[src/rtl/dsu_pkg.sv]
package dsu_pkg;

    localparam int MAX_PENDING = 16;
    localparam int CNT_W       = $clog2(MAX_PENDING + 1);
    localparam int IDX_W       = $clog2(MAX_PENDING);
    localparam int TRACK_W     = 16;
    localparam int MOVE_W      = 18;
    localparam int CFG_IDX_W   = 1;
    localparam int CFG_DATA_W  = 16;

    localparam logic [CFG_IDX_W-1:0] CFG_START_TRACK = 1'd0;
    localparam logic [CFG_IDX_W-1:0] CFG_SWEEP_UP    = 1'd1;

    typedef struct packed {
        logic [TRACK_W-1:0] track;
        logic               last_request;
    } t_in_word;

    typedef struct packed {
        logic [TRACK_W-1:0] served_track;
        logic [MOVE_W-1:0]  total_movement;
        logic               overflow;
        logic               last_served;
    } t_out_word;

    typedef enum logic [1:0] {
        ST_IDLE,
        ST_SCAN,
        ST_EMIT
    } t_state;

endpackage

[src/rtl/dsu_ram.sv]
module dsu_ram #(
    parameter int WIDTH = 16,
    parameter int DEPTH = 16
) (
    input  logic                     i_clk,
    input  logic                     i_we,
    input  logic [$clog2(DEPTH)-1:0] i_waddr,
    input  logic [WIDTH-1:0]         i_wdata,
    input  logic [$clog2(DEPTH)-1:0] i_raddr,
    output logic [WIDTH-1:0]         o_rdata
);

    logic [WIDTH-1:0] r_mem [DEPTH];
    logic [WIDTH-1:0] r_rdata;

    always_ff @(posedge i_clk) begin
        if (i_we) begin
            r_mem[i_waddr] <= i_wdata;
        end
        r_rdata <= r_mem[i_raddr];
    end

    assign o_rdata = r_rdata;

endmodule

[src/rtl/disk_sweep_scheduler_unit.sv]
// Elevator (LOOK) disk scheduler. Requests are loaded one word per cycle
// into a 16-entry store; the word marked last closes the batch (words past
// capacity are dropped and flag overflow on every result of that batch).
// Service order is found by repeated scans through the store's single read
// port: each scan visits all n stored requests and picks the nearest unserved
// one in the current direction, and the reversal costs one extra scan. No new
// request is taken until the last result has been placed in the output
// register.
module disk_sweep_scheduler_unit
    import dsu_pkg::*;
(
    input  logic                  i_clk,
    input  logic                  i_rst_n,
    input  logic                  i_in_valid,
    output logic                  o_in_stall,
    input  t_in_word              i_in_word,
    output logic                  o_out_valid,
    input  logic                  i_out_stall,
    output t_out_word             o_out_word,
    input  logic                  i_cfg_we,
    input  logic [CFG_IDX_W-1:0]  i_cfg_index,
    input  logic [CFG_DATA_W-1:0] i_cfg_data
);

    t_state               r_state, n_state;
    logic [TRACK_W-1:0]   r_start, n_start;
    logic                 r_sweep_up, n_sweep_up;
    logic [CNT_W-1:0]     r_count, n_count;
    logic                 r_ovf, n_ovf;
    logic [TRACK_W-1:0]   r_head, n_head;
    logic [MOVE_W-1:0]    r_sum, n_sum;
    logic                 r_phase2, n_phase2;
    logic [CNT_W-1:0]     r_idx, n_idx;
    logic                 r_cmp_vld, n_cmp_vld;
    logic [IDX_W-1:0]     r_cmp_idx, n_cmp_idx;
    logic                 r_best_found, n_best_found;
    logic [TRACK_W-1:0]   r_best_val, n_best_val;
    logic [IDX_W-1:0]     r_best_idx, n_best_idx;
    logic [MAX_PENDING-1:0] r_served, n_served;
    logic [CNT_W-1:0]     r_emitted, n_emitted;
    logic                 r_out_valid, n_out_valid;
    t_out_word            r_out_word, n_out_word;

    logic                 ram_we;
    logic [IDX_W-1:0]     ram_waddr;
    logic [IDX_W-1:0]     ram_raddr;
    logic [TRACK_W-1:0]   ram_rdata;

    logic                 in_acc;
    logic                 want_min;
    logic                 eligible;
    logic                 better;
    logic                 scan_done;
    logic                 out_free;
    logic [TRACK_W-1:0]   head_delta;
    logic                 is_last;

    dsu_ram #(
        .WIDTH (TRACK_W),
        .DEPTH (MAX_PENDING)
    ) u_store (
        .i_clk   (i_clk),
        .i_we    (ram_we),
        .i_waddr (ram_waddr),
        .i_wdata (i_in_word.track),
        .i_raddr (ram_raddr),
        .o_rdata (ram_rdata)
    );

    assign o_in_stall  = (r_state != ST_IDLE);
    assign in_acc      = i_in_valid && (r_state == ST_IDLE);
    assign ram_we      = in_acc && (r_count < CNT_W'(MAX_PENDING));
    assign ram_waddr   = r_count[IDX_W-1:0];
    assign ram_raddr   = r_idx[IDX_W-1:0];
    assign o_out_valid = r_out_valid;
    assign o_out_word  = r_out_word;

    // first sweep: up takes the smallest at/above start, down the largest at/below
    assign want_min  = r_sweep_up ^ r_phase2;
    assign eligible  = !r_served[r_cmp_idx] &&
                       (r_phase2 || (r_sweep_up ? (ram_rdata >= r_start)
                                                : (ram_rdata <= r_start)));
    assign better    = !r_best_found ||
                       (want_min ? (ram_rdata < r_best_val) : (ram_rdata > r_best_val));
    assign scan_done = (r_idx == r_count) && !r_cmp_vld;
    assign out_free  = !r_out_valid || !i_out_stall;
    assign head_delta = (r_best_val >= r_head) ? (r_best_val - r_head)
                                               : (r_head - r_best_val);
    assign is_last   = ((r_emitted + CNT_W'(1)) == r_count);

    always_comb begin
        n_state      = r_state;
        n_start      = r_start;
        n_sweep_up   = r_sweep_up;
        n_count      = r_count;
        n_ovf        = r_ovf;
        n_head       = r_head;
        n_sum        = r_sum;
        n_phase2     = r_phase2;
        n_idx        = r_idx;
        n_cmp_vld    = r_cmp_vld;
        n_cmp_idx    = r_cmp_idx;
        n_best_found = r_best_found;
        n_best_val   = r_best_val;
        n_best_idx   = r_best_idx;
        n_served     = r_served;
        n_emitted    = r_emitted;
        n_out_valid  = r_out_valid;
        n_out_word   = r_out_word;

        if (r_out_valid && !i_out_stall) begin
            n_out_valid = 1'b0;
        end

        if (i_cfg_we) begin
            unique case (i_cfg_index)
                CFG_START_TRACK: n_start    = i_cfg_data[TRACK_W-1:0];
                CFG_SWEEP_UP:    n_sweep_up = i_cfg_data[0];
            endcase
        end

        unique case (r_state)
            ST_IDLE: begin
                if (in_acc) begin
                    if (ram_we) begin
                        n_count = r_count + CNT_W'(1);
                    end else begin
                        n_ovf = 1'b1;
                    end
                    if (i_in_word.last_request) begin
                        n_state      = ST_SCAN;
                        n_head       = r_start;
                        n_sum        = '0;
                        n_phase2     = 1'b0;
                        n_idx        = '0;
                        n_cmp_vld    = 1'b0;
                        n_best_found = 1'b0;
                        n_served     = '0;
                        n_emitted    = '0;
                    end
                end
            end
            ST_SCAN: begin
                // issue one read per cycle, compare the word read back in the next cycle
                if (r_idx < r_count) begin
                    n_idx     = r_idx + CNT_W'(1);
                    n_cmp_vld = 1'b1;
                    n_cmp_idx = r_idx[IDX_W-1:0];
                end else begin
                    n_cmp_vld = 1'b0;
                end
                if (r_cmp_vld && eligible && better) begin
                    n_best_found = 1'b1;
                    n_best_val   = ram_rdata;
                    n_best_idx   = r_cmp_idx;
                end
                if (scan_done) begin
                    if (r_best_found) begin
                        n_state = ST_EMIT;
                    end else begin
                        // nothing left ahead of the head: reverse
                        n_phase2 = 1'b1;
                        n_idx    = '0;
                    end
                end
            end
            ST_EMIT: begin
                if (out_free) begin
                    n_out_valid                = 1'b1;
                    n_out_word.served_track    = r_best_val;
                    n_out_word.total_movement  = r_sum + MOVE_W'(head_delta);
                    n_out_word.overflow        = r_ovf;
                    n_out_word.last_served     = is_last;
                    n_sum                      = r_sum + MOVE_W'(head_delta);
                    n_head                     = r_best_val;
                    n_served[r_best_idx]       = 1'b1;
                    n_emitted                  = r_emitted + CNT_W'(1);
                    n_best_found               = 1'b0;
                    n_idx                      = '0;
                    n_cmp_vld                  = 1'b0;
                    if (is_last) begin
                        n_state = ST_IDLE;
                        n_count = '0;
                        n_ovf   = 1'b0;
                    end else begin
                        n_state = ST_SCAN;
                    end
                end
            end
            default: n_state = ST_IDLE;
        endcase
    end

    always_ff @(posedge i_clk) begin
        if (!i_rst_n) begin
            r_state      <= ST_IDLE;
            r_start      <= '0;
            r_sweep_up   <= 1'b1;
            r_count      <= '0;
            r_ovf        <= 1'b0;
            r_head       <= '0;
            r_sum        <= '0;
            r_phase2     <= 1'b0;
            r_idx        <= '0;
            r_cmp_vld    <= 1'b0;
            r_best_found <= 1'b0;
            r_served     <= '0;
            r_emitted    <= '0;
            r_out_valid  <= 1'b0;
        end else begin
            r_state      <= n_state;
            r_start      <= n_start;
            r_sweep_up   <= n_sweep_up;
            r_count      <= n_count;
            r_ovf        <= n_ovf;
            r_head       <= n_head;
            r_sum        <= n_sum;
            r_phase2     <= n_phase2;
            r_idx        <= n_idx;
            r_cmp_vld    <= n_cmp_vld;
            r_best_found <= n_best_found;
            r_served     <= n_served;
            r_emitted    <= n_emitted;
            r_out_valid  <= n_out_valid;
        end
        r_cmp_idx  <= n_cmp_idx;
        r_best_val <= n_best_val;
        r_best_idx <= n_best_idx;
        r_out_word <= n_out_word;
    end

endmodule

[config.mk]
export PLATFORM = sky130hd
export DESIGN_NAME = disk_sweep_scheduler_unit
export DESIGN_NICKNAME = d
export VERILOG_FILES = /design/src/rtl/dsu_pkg.sv /design/src/rtl/dsu_ram.sv /design/src/rtl/disk_sweep_scheduler_unit.sv
export SDC_FILE = /design/constraint.sdc
export NUM_CORES = 1
export LEC_CHECK = 0
export ABC_AREA = 1
export BUFFER_PORTS_ARGS = -buffer_cell sky130_fd_sc_hd__buf_2
export CORE_ASPECT_RATIO = 1.5
export CORE_MARGIN = 10
export CORE_UTILIZATION = 55
export CTS_CLUSTER_SIZE = 16
export DETAILED_ROUTE_END_ITERATION = 10
export PLACE_DENSITY = 0.72
export SLEW_MARGIN = 10
export SYNTH_ARGS = -nofsm -noshare
export SYNTH_HDL_FRONTEND = slang
export SYNTH_HIERARCHICAL = 1
export SYNTH_SLANG_ARGS = --single-unit
[constraint.sdc]
create_clock -name i_clk -period 5 [get_ports i_clk]
set_input_delay 0 -clock i_clk [delete_from_list [all_inputs] [get_ports i_clk]]
set_output_delay 0 -clock i_clk [all_outputs]
set_load 0.02 [all_outputs]
== Word level (Yosys, flattened, before mapping) ==
Memories as Yosys holds them, arrays and structs flattened. A register that Yosys moved wholly into a read port is not among the register bits.
Cells that the tools add are included.
Operators by class
  eq/ne operators: 14
  order comparisons: 10
  reduce and logical (&&, ||, !) cells: 33
  bitwise logic cells: 3
  muxes and demuxes: 60
  $add $sub $neg: 6
Operators by type and width (number)
  $mux 16: 7
  $pmux 16 s2: 2
  $mux 5: 11
  $mux 18: 3
  $pmux 18 s2: 1
  $ge 16x16->1: 2
  $sub 16x16->16: 2
  $reduce_and 5->1: 5
  $mux 1: 21
  $ne 2x2->1 const B: 10
  $pmux 5 s2: 2
  $add 18x16->18: 1
  $gt 16x16->1: 1
  $le 16x16->1: 1
  $lt 16x16->1: 1
  $or 16x16->16: 1
  $add 5x1->5 const B: 3
  $pmux 5 s3: 1
  $eq 5x5->1: 2
  $lt 4x5->1 const B: 2
  $mux 2: 5
  $reduce_and 2->1: 5
  $logic_and 1x1->1: 8
  $reduce_and 4->1: 2
  other kinds (17): 27
Word-level totals
  input bits: 39
  RAM bits: 256
  memories kept: 1
  flip-flop bits (word level): 149
  output and inout port bits: 38
  logic and storage cells: 148
Memories
  u_store.r_mem: words 16, width 16, rd ports 1, clocked after memory_dff 1, wr ports 1, RTL line dsu_ram.sv:13  | logic [WIDTH-1:0] r_mem [DEPTH];

== Logic depth before layout (Yosys ltp) ==
  word-level depth: 8
  mapped depth: 28
  depth with buffers taken out: 28

== Hierarchy ==
The synthesis kept the hierarchy.
By module, submodules not included
  dsu_ram: seq. area each 8007.7 sq um, times used 1, area an instance 11380.9 sq um, cells each 1074
  disk_sweep_scheduler_unit: seq. area each 3583.4 sq um, times used 1, area an instance 9032.4 sq um, cells each 1127

== Least setup slack after synthesis ==
No wires, ideal clock.
  path type: register -> register
  start point: reg r_best_val[0]
  end point: reg r_out_word, in the netlist o_out_word[12], data pin
  arrival time: 3444 ps
  path buffers: 1
  data required time: 4745 ps
  setup slack: 1301 ps
  setup time: 255 ps
  cell stages (with the launch flop): 25
  period minus slack after synthesis: 3699 ps
  cells stage by stage: edfxtp_1 inv_1 ha_1 inv_1 fa_1 nand3_1 nand2_1 inv_1 o21bai_2 nand2_1 nand3_2 buf_6 o21ai_2 xor2_1 inv_1 ha_1 a21oi_1 nand2_1 nand2_1 nand2_1 nand2_1 nand2_1 a21o_1 or2_2 and2_1
On the way
  cells in the longest elaborated chain, start to end: 3
  elaborated cells between the ends (all ways): 5
  those cells by class: add/sub: 3; order compare: 1; mux: 1
RTL lines
  start: declaration: RTL line disk_sweep_scheduler_unit.sv:37  | logic [TRACK_W-1:0] r_best_val, n_best_val;
  start signal: assignment: RTL line disk_sweep_scheduler_unit.sv:227  | r_best_val <= n_best_val;
  $sub 16x16->16 (tied with other cells): RTL line disk_sweep_scheduler_unit.sv:88  | : (r_head - r_best_val);
  $mux 16 (*): RTL line disk_sweep_scheduler_unit.sv:87  | assign head_delta = (r_best_val >= r_head) ? (r_best_val - r_head)
  $add 18x16->18 (*): RTL line disk_sweep_scheduler_unit.sv:171  | n_out_word.total_movement = r_sum + MOVE_W'(head_delta);
  end signal: assignment: RTL line disk_sweep_scheduler_unit.sv:229  | r_out_word <= n_out_word;
  end: declaration: RTL line disk_sweep_scheduler_unit.sv:42  | t_out_word r_out_word, n_out_word;
Mark *: on every way between the ends. The rest lies on a longest branch, timed or not.
A chain may end at the register's enable or synchronous reset.

== Worst setup path in the final report ==
  start point: reg r_best_val[0]
  end point: reg r_out_word, in the netlist o_out_word[17], data pin
Same word-level chain as after synthesis.

==> results.rst <==
.. list-table::
   :header-rows: 1

   * - Metric
     - Value
   * - Adder and majority gate portion of the synthesized area
     - 5.627%
   * - Critical path's largest stage delay
     - around 0.46 ns
   * - Relative contribution of sequential cells to total power
     - 43.6%
   * - Post-synth cell types
     - 52
   * - Global Route met3 Usage
     - 3.277%
   * - Inst Count DP
     - 2708
   * - Crit path capture type
     - flop
   * - Path type of the worst min-delay path
     - input port to flop
   * - Vias post-DR
     - around 15000
   * - Top-area cell type share of the netlist area
     - 46.48%
   * - Number of antenna violations at the first check in global routing
     - 1
   * - Max Clock Skew
     - 0.02233 ns
   * - Largest vdd supply drop
     - roughly 0.31 mV
   * - Number of buffers inserted during clock tree synthesis
     - 41
   * - Part of the cycle the worst path needs
     - 85.72%
   * - Portion of the post-synthesis area used by sequential elements
     - 56.78%
   * - Clk pin slew, worst setup/hold paths
     - 0.07 ns
   * - Post-detailed-placement half-perimeter wirelength
     - 33.06 mm
   * - Vias per Instance
     - between 5 and 6
   * - Post-synthesis register bit count
     - 421
   * - Gpl congestion
     - a little over 0.9
   * - Standard cell area after detailed placement
     - 21190 um2
   * - Clock power share
     - between 30% and 40%
   * - Count of placed standard cells in the final layout, fillers left out
     - around 2800
   * - Synthesis-to-layout area growth
     - 12.80%
   * - Combinational share of power
     - 25.4%
   * - Die outline area
     - 45380 um2
   * - Initial Utilization
     - 55.63%
   * - Mux share of post-synthesis cell area
     - 0%
   * - Post-synthesis simple-gate area fraction
     - 19.94%
   * - Largest area contributor in the netlist
     - sky130_fd_sc_hd__edfxtp_1
   * - CP Cell Sequence
     - inv_1 > ha_1 > inv_1 > fa_1 > nand3_1 > nand2_1 > inv_1 > o21bai_2 > nand2_1 > nand3_2 > o21ai_2 > xor2_1 > inv_1 > ha_1 > nand2_1 > o21ai_0 > nand2_1 > nand3_1 > nand2_1 > nand2_1 > nand2_1 > nand2_1 > nand2_1 > and2_1
   * - Maximum achievable frequency
     - 0.2333 GHz
   * - Compound-cell area share of the yosys netlist
     - 7.135%
   * - TritonCTS sink count
     - 421
   * - Fin util
     - 62.75%
   * - Most crowded layer after global routing
     - met2
   * - Number of endpoints with negative hold slack in the final report
     - 0
   * - Sort of element at the start of the critical path
     - flop
   * - Clock period minus worst slack
     - 4.286 ns
   * - Number of levels in the clock H-tree
     - 2
   * - Dominant synthesized flop cell
     - sky130_fd_sc_hd__edfxtp_1
   * - Number of synthesized flops with an enable pin
     - 316
   * - CP most frequent cell
     - sky130_fd_sc_hd__nand2_1
   * - Share of final-layout standard cells stronger than drive strength 1
     - 10.18%
   * - Number of iterations in the first detailed-routing pass
     - 5
   * - Critical path data arrival time
     - 4.60 ns
   * - Count leader, synth
     - sky130_fd_sc_hd__nand2_1
   * - CTS root buf
     - sky130_fd_sc_hd__clkbuf_16
   * - CP Data Required Time
     - 5.32 ns
   * - Status
     - finished, final reports clean
   * - Port bufs
     - 76
   * - Synthesized area
     - 20410 um2
   * - Power density relative to cell area
     - between 400 and 500 nW/um2
   * - Net Sw Frac
     - 32.36%
   * - Total Routing Usage GR
     - 21.88%
   * - Largest fanout on the critical path
     - 14
   * - Quantity of gates resized following cts
     - 0
   * - Transition time of the tightest slew-check pin
     - approximately 1.3 ns
   * - Net count after synthesis
     - 2330
   * - Maximum number of buffers from clock root to sink
     - 3
   * - Skew-Pair Late Insertion Delay
     - ~0.55 ns
   * - Final Routed Wirelength
     - 50.63 mm
   * - Routed WL per cell
     - 17.87 um
   * - Met1 routing resource usage after global routing
     - 23.75%
   * - Total grt overflow
     - 0
   * - Static Leak
     - 0.009863 uW
   * - Number of top-level pins
     - 77
   * - Antenna Nets Post-Route
     - 0
   * - Critical Path Slowest Stage Cell
     - sky130_fd_sc_hd__edfxtp_1
   * - Chip Height
     - 256.0 um
   * - Avg Inst Size Synth
     - 9.275 um2
   * - Total negative setup slack
     - 0 ns
   * - Number of buffers inserted for hold repair after clock tree synthesis
     - between 40 and 50
   * - Slew margin rel.
     - 15.22%
   * - Iter 0 DRT Violations
     - 1035
   * - Setup repair after global routing missed its margin
     - false
   * - Combinational family with the most area after synthesis
     - simple AND/OR/NAND/NOR gates
   * - Area of the core
     - between 30000 and 40000 um2
   * - Max-capacitance violation count
     - 0
   * - Global Route met2 Usage
     - 40.54%
   * - Via count of the first global-routing pass
     - about 15000
   * - Layout fillers
     - 2978
   * - Yosys warnings
     - 6
   * - Hold WS
     - 0.3518 ns
   * - Net switching power figure
     - 3192 uW
   * - Ys async rst share
     - 0%
   * - Pins over their slew limit
     - 0
   * - Wire length of the first global-routing pass
     - 79.11 mm
   * - Type of the setup path with the least slack
     - flop to flop
   * - Most instantiated cells after synthesis
     - 583 x sky130_fd_sc_hd__nand2_1, 358 x sky130_fd_sc_hd__inv_1, 316 x sky130_fd_sc_hd__edfxtp_1
   * - Top cells by area in the synthesized netlist
     - sky130_fd_sc_hd__edfxtp_1 46%, sky130_fd_sc_hd__nand2_1 11%, sky130_fd_sc_hd__dfxtp_1 10%
   * - Total non-filler cell area in the finished layout
     - 23030 um2
   * - Total setup violations reported at the end of the flow
     - 0
   * - TritonCTS clock tree
     - yes
   * - # nets final
     - between 2000 and 2500
   * - Gate count of the mapped netlist
     - between 2000 and 2500
   * - Buffers inserted by post-CTS timing repair
     - 0
   * - Die span in x
     - 177.3 um
   * - Number of placement rows
     - 86
   * - Parity-gate share of the synthesized area counting xor and xnor cells
     - between 1.5 and 2%
   * - Maximum number of pins on one net before global-route repair
     - 100
   * - Internal power consumption
     - 6673 uW
   * - DRC violations left
     - 0
[worst max-delay path, delay by kind of cell, from the launching register on]
kind	cells	cell delay (ns)
AOI/OAI and AO/OA	3	0.65
xor gates and xnor gates	1	0.23
adders and majority gates	3	0.92
buffers and inverters	4	0.35
DFF	1	0.46
and+or+nand+nor	13	1.43
[through the flow]
step                      power (uW)  setup slack, ns
after floorplan                 6134            1.301
after global placement          6757           0.7921
after detailed placement        6826           0.7292
after CTS                       9917           0.7214
after global routing           10410           0.2989
final                           9865           0.7142
[placed cells by master (no fill, tap or decap), drive strengths merged, types with 5 or more instances in the layout]
cell type and instances:
xnor2 10, nor3 12, clkbuf 55, nand2 592, o21ai 70, clkinv 19, a31oi 9, dlygate4sd3 49
nand3 231, xor2 26, edfxtp 316, dfxtp 105, ha 87, a21oi 139, a22oi 10, nand4 8
nor2 94, o21a 5, inv 366, o21bai 7, buf 101
[layout make-up]
| type | instances | area [um2] | area share, % |
|---|---|---|---|
| Antenna cell | 1 | 2.502 | 0.01087 |
| Clock buffer | 55 | 1140 | 4.950 |
| Clock inverter | 20 | 203.9 | 0.8857 |
| Inverter | 368 | 1385 | 6.015 |
| Multi-Input combinational cell | 1334 | 7034 | 30.55 |
| Sequential cell | 421 | 11600 | 50.36 |
| Tap cell | 484 | 605.6 | 2.630 |
| Timing Repair Buffer | 150 | 1059 | 4.597 |
[path summary, 6_finish.rpt]
path                      start        endpoint  slack (ns)  cells after the start
setup / recovery  r_best_val[0]  o_out_word[17]        0.71                     24
hold / removal      i_out_stall     o_out_valid        0.35                      4
setup reg to reg  r_best_val[0]  o_out_word[17]        0.71                     24
hold reg to reg    r_served[10]    r_served[10]        0.45                      2
[flip-flops by register name (all words and copies together), names as in the netlist, 5 cells and up]
name / count
u_store/r_mem: 256
o_out_word: 36
r_sum: 18
r_best_val: 16
r_head: 16
r_served: 16
r_start: 16
u_store/o_rdata: 16
r_count: 5
r_emitted: 5
r_idx: 5
[power groups by stage]
stage	sequential [uW]	combinational (uW)	clock, uW
after detailed placement	4370	2460	0
after global placement	4360	2400	0
final	4300	2510	3060
after floorplan	4330	1810	0
after global routing	4330	2820	3270
after CTS	4290	2510	3110
[metal layers]
metal,vias up,wire length [um],share of wire [%]
met5,-,0,0
met4,0,2103,4.2
met3,143,2558,5.1
met2,441,27050,53
met1,7294,18920,37
li1,7413,-,-
[logic make-up (layout without fill, tap and decap cells)]
| kind of cell | after synthesis | after routing |
|---|---|---|
| and+or+nand+nor | 953 | 953 |
| xor gates and xnor gates | 36 | 36 |
| buffers and inverters | 446 | 593 |
| AOI/OAI and AO/OA | 255 | 255 |
| DFF | 421 | 421 |
| adders and majority gates | 90 | 90 |
| other | 0 | 1 |
No activity file was read; power rests on OpenSTA's default activity.
